--- config.mk ---
export PLATFORM = sky130hd
export DESIGN_NAME = spq_cell
export DESIGN_NICKNAME = d
export VERILOG_FILES = /design/src/sv/spq_pkg.sv /design/src/sv/spq_cell.sv
export SDC_FILE = /design/constraint.sdc
export NUM_CORES = 1
export LEC_CHECK = 0
export ABC_AREA = 1
export BUFFER_PORTS_ARGS = -buffer_cell sky130_fd_sc_hd__buf_2
export CAP_MARGIN = 20
export CORE_MARGIN = 4
export CORE_UTILIZATION = 25
export DETAILED_ROUTE_END_ITERATION = 7
export GPL_ROUTABILITY_DRIVEN = 0
export GPL_TIMING_DRIVEN = 0
export HOLD_SLACK_MARGIN = 0.15
export RECOVER_POWER = 50
export SYNTH_ARGS = -nofsm -noshare
export SYNTH_HDL_FRONTEND = slang
export SYNTH_SLANG_ARGS = --single-unit
--- constraint.sdc ---
create_clock -name clk -period 2.95 [get_ports clk]
set_input_delay 0.4425 -clock clk [delete_from_list [all_inputs] [get_ports clk]]
set_output_delay 0.4425 -clock clk [all_outputs]
set_load 0.1 [all_outputs]
--- src/sv/spq_pkg.sv ---
`timescale 1ns / 1ps
`default_nettype none
// ----------------------------------------------------------------------------
// spq_pkg
// Shared types and codes for the sorted min priority queue.
// ----------------------------------------------------------------------------
package spq_pkg;

	localparam logic MODE_PUSH = 1'b0;
	localparam logic MODE_POP  = 1'b1;

	localparam int unsigned REG_KEY_SELECT = 0;

	localparam logic KEY_BY_DISTANCE = 1'b0;
	localparam logic KEY_BY_COST     = 1'b1;

	// command broadcast to every cell of the chain
	typedef struct packed {
		logic push;
		logic pop;
	} spq_cmd_t;

endpackage
`default_nettype wire

--- src/sv/spq_cell.sv ---
`timescale 1ns / 1ps
`default_nettype none
// ----------------------------------------------------------------------------
// spq_cell
// One slot of the sorted chain: holds a key and an identifier, keeps, takes
// the new entry, or takes a neighbor's entry on each transaction.
// ----------------------------------------------------------------------------
module spq_cell import spq_pkg::*; #(
	parameter int KEY_BITS = 32,
	parameter int ID_BITS  = 16
) (
	input  wire                 clk,
	input  wire  spq_cmd_t      cmd,
	input  wire                 occupied,
	input  wire  [KEY_BITS-1:0] new_key,
	input  wire  [ID_BITS-1:0]  new_id,
	input  wire                 left_keep,
	input  wire  [KEY_BITS-1:0] left_key,
	input  wire  [ID_BITS-1:0]  left_id,
	input  wire  [KEY_BITS-1:0] right_key,
	input  wire  [ID_BITS-1:0]  right_id,
	output logic                keep,
	output logic [KEY_BITS-1:0] key,
	output logic [ID_BITS-1:0]  id
);

	logic [KEY_BITS-1:0] key_q;
	logic [ID_BITS-1:0]  id_q;

	// equal keys stay ahead of the new one, which keeps the order stable
	assign keep = occupied && (key_q <= new_key);
	assign key  = key_q;
	assign id   = id_q;

	always_ff @(posedge clk) begin
		if (cmd.push && !keep) begin
			if (left_keep) begin
				key_q <= new_key;
				id_q  <= new_id;
			end else begin
				key_q <= left_key;
				id_q  <= left_id;
			end
		end else if (cmd.pop) begin
			key_q <= right_key;
			id_q  <= right_id;
		end
	end

endmodule
`default_nettype wire

==> flow_summary.ini <==
[run_status]
status = finished, final reports clean

[global_route]
grt.total_usage_pct = 14.29
grt_pass1_vias = 3587
antenna_found_initial = 0
grt_pass1_wl_mm = 18.15
overflow = 0
grt_max_degree = 49

[floorplan]
ioPinCount = 198
die_y_um = 126.5
rows = 43
start_util_pct = 25.38
die_w_um = 126.5
die-area_sq_um = 16000
core_sq_um = 13830

[clock_tree]
cts.sinks = 48
cts_tree = yes
cts_buffers = 5
clk_path_buf_depth = 2
clk_pin_slew_ns = 0.07
postCtsHoldBufs = 0
worstSkewPairLatency_ns = 0.29
cts_max_level = 2
root_buffer = clkbuf_16

[synth]
syn_avg_cell_area_sq_um = 7.905
ys_ff_latch = 48
syn_area_sq_um = 3510
synth_warnings = 0
synthTopCellsByArea = edfxtp_1, nand2_1, ha_1, nand3_1, a21oi_1
ys_seq_area_share_pct = 41.07
yosys.area.top_type_share_pct = 41.07
synth_cell_types = 18
synthesis.nets = 625
syn-instance-count = 444
synth_top_cell_by_area = edfxtp_1

[hold_path]
hp-class = in2reg
hp-start = right_id[13]

[place]
placed_cells = 820
dpl-instance-area_sq_um = 4727
dp_hpwl_mm = 9.079
port_buffers = 196
pre_cts_ws_ns = -0.1804

[sta]
slew_viol_final = 0
rsz0062_at_grt = false
fmaxAchievable_mhz = 367.2
worst_slack_ns = 0.2270
period_needed_ns = 2.723
finalClockSkew_ns = 0.005005
min_period_over_period_pct = 92.30
max_slew_margin_pct = 19.12
setup_violations = 0
final_hold_viol_count = 0
tightest_slew_ns = 1.218

[drt]
drt_iter0_drc = 149
num_vias = 3642
viasPerCell = 4.399
ant_nets = 0
first_pass_iters = 4
wl_per_cell_um = 14.10
drt-total-wl_mm = 11.67
drcViolationCount = 0

[pwr]
swShare_pct = 47.61
combPwrFrac_pct = 47.0
power_frac_clock_pct = 20.4
p_int_mw = 1.472
leakagePower_nw = 2.481
power.switching_mw = 1.338
ir_drop_mv = 0.2135
p_seq_share_pct = 32.6
p_per_area_nw_per_um2 = 580.4

[critical_path]
crit_required_ns = 2.51
cp_common_cell = nand2_1
crit_arrival_ns = 2.28
critPathKind = reg2out
end_kind = primary output
timing.rr.start = key[23]
cp_top_family = simple AND/OR/NAND/NOR gates
crit_path_start_kind = flip-flop
cp_slowest_stage_delay_ns = 0.39
crit_path_start = key[23]
crit_fanout = 10
path_cells = ha_1 > nand2_1 > nor2_1 > nand4_1 > nor2_2 > nand2_1 > nand2_1 > nand2_1 > nand2_2 > buf_6 > clkinvlp_4 > buf_12
crit_buf_inv = 3
slowest_stage = edfxtp_1

[flow_run]
cap_violations = 0

[finish]
syn2layout_area_growth_pct = 37.97
stdcell_count = 828
final_nets = 828
finalInstanceArea_sq_um = 4842
drive_gt1_share_pct = 29.17
fin_util_pct = 35.02
n_antenna_cell = 0
==> sequential cells by signal (all words and copies together) (netlist names) <==
signal  cells
key        32
id         16
==> layer usage <==
layer  routed length (um)  global-route usage (%)  up-vias
met1                 4928                   17.90     1621
met2                 5617                   24.32      140
met4                   74                   2.271        0
met5                    0                       0        -
li1                     -                       -     1876
met3                 1054                   4.884        5
==> power groups by stage <==
stage	combinational [mW]	clock [mW]	sequential [mW]
5_1_grt	1.43	0.615	0.926
3_3_place_gp	1.34	0	0.927
6_report	1.32	0.573	0.916
3_5_place_dp	1.34	0	0.929
4_1_cts	1.35	0.599	0.915
2_1_floorplan	0.379	0	1.59
==> synth_stat cells (all sizes together) <==
cell type,number
nor2,43
clkbuf,11
nand3,50
mux2,17
buf,13
a21oi,44
nand4,2
edfxtp,48
ha,32
inv,42
nand2,138
o21ai,2
a21o,1
o21a,1
==> through the flow <==
stage	hold WS (ns)	setup TNS [ns]	power, mW
final	0.4063	0	2.810
after global routing	0.4050	0	2.969
after CTS	0.3925	0	2.866
after detailed placement	0.7088	-8.500	2.274
after global placement	0.7082	-7.528	2.267
after floorplan	0.6211	0	1.966
==> logic make-up after synthesis <==
logic type	count (synthesis)	synth area share (%)
AOI/OAI and AO/OA	48	6.988
adders and majority gates	32	11.41
buffers and inverters	66	8.093
DFF	48	41.07
muxes	17	5.454
and+or+nand+nor	233	26.99
==> final timing paths <==
kind | endpoint | slack [ns] | depth (start not counted)
worst max-delay path | keep | 0.23 | 12
worst min-delay path | id[13] | 0.41 | 3
worst max register to register | key[11] | 0.31 | 13
worst min register to register | key[30] | 1.35 | 10
==> cells in the final DEF, fill, tap and decap left out <==
| cell | n |
|---|---|
| ha_1 | 32 |
| buf_12 | 1 |
| nand3_1 | 50 |
| o21a_1 | 1 |
| nor2_2 | 2 |
| edfxtp_1 | 48 |
| a21o_1 | 1 |
| buf_1 | 1 |
| clkbuf_16 | 5 |
| clkinvlp_4 | 1 |
| nand2_2 | 2 |
| nor2_1 | 41 |
| mux2_2 | 17 |
| nand2_8 | 1 |
| buf_2 | 154 |
| nand4_1 | 2 |
| clkbuf_1 | 61 |
| nand2_1 | 135 |
| a21oi_1 | 43 |
| buf_4 | 1 |
| inv_1 | 41 |
| o21ai_0 | 2 |
| a21oi_2 | 1 |
| clkinv_1 | 1 |
| buf_6 | 4 |
==> repair_timing <==
item	4_1_cts	5_1_grt
setup endpoints to repair	1	49
resized for setup	2	9
buffers inserted	0	0
==> worst reg2reg max path, cell delays in order (launching register included) <==
cell and delay [ns]:
edfxtp_1 0.39, ha_1 0.30, nand2_1 0.07, nor2_1 0.16, nand4_1 0.13, nor2_2 0.17
nand2_1 0.07, nand2_1 0.05, nand2_1 0.05, nand2_2 0.13, nand2_2 0.12, buf_6 0.17
buf_6 0.15, nand2_8 0.31
==> final cells by class <==
class	instances	area (sq um)
fillers	1525	8985
well taps	180	225.2
multi-input cells	330	1809
flip-flops and latches	48	1441
clock inverters	1	3.754
repair buffers	196	937.1
plain buffers	24	131.4
clock buffers	7	132.6
inverters	42	161.4
Note: power is estimated with default switching activity, not from simulation.
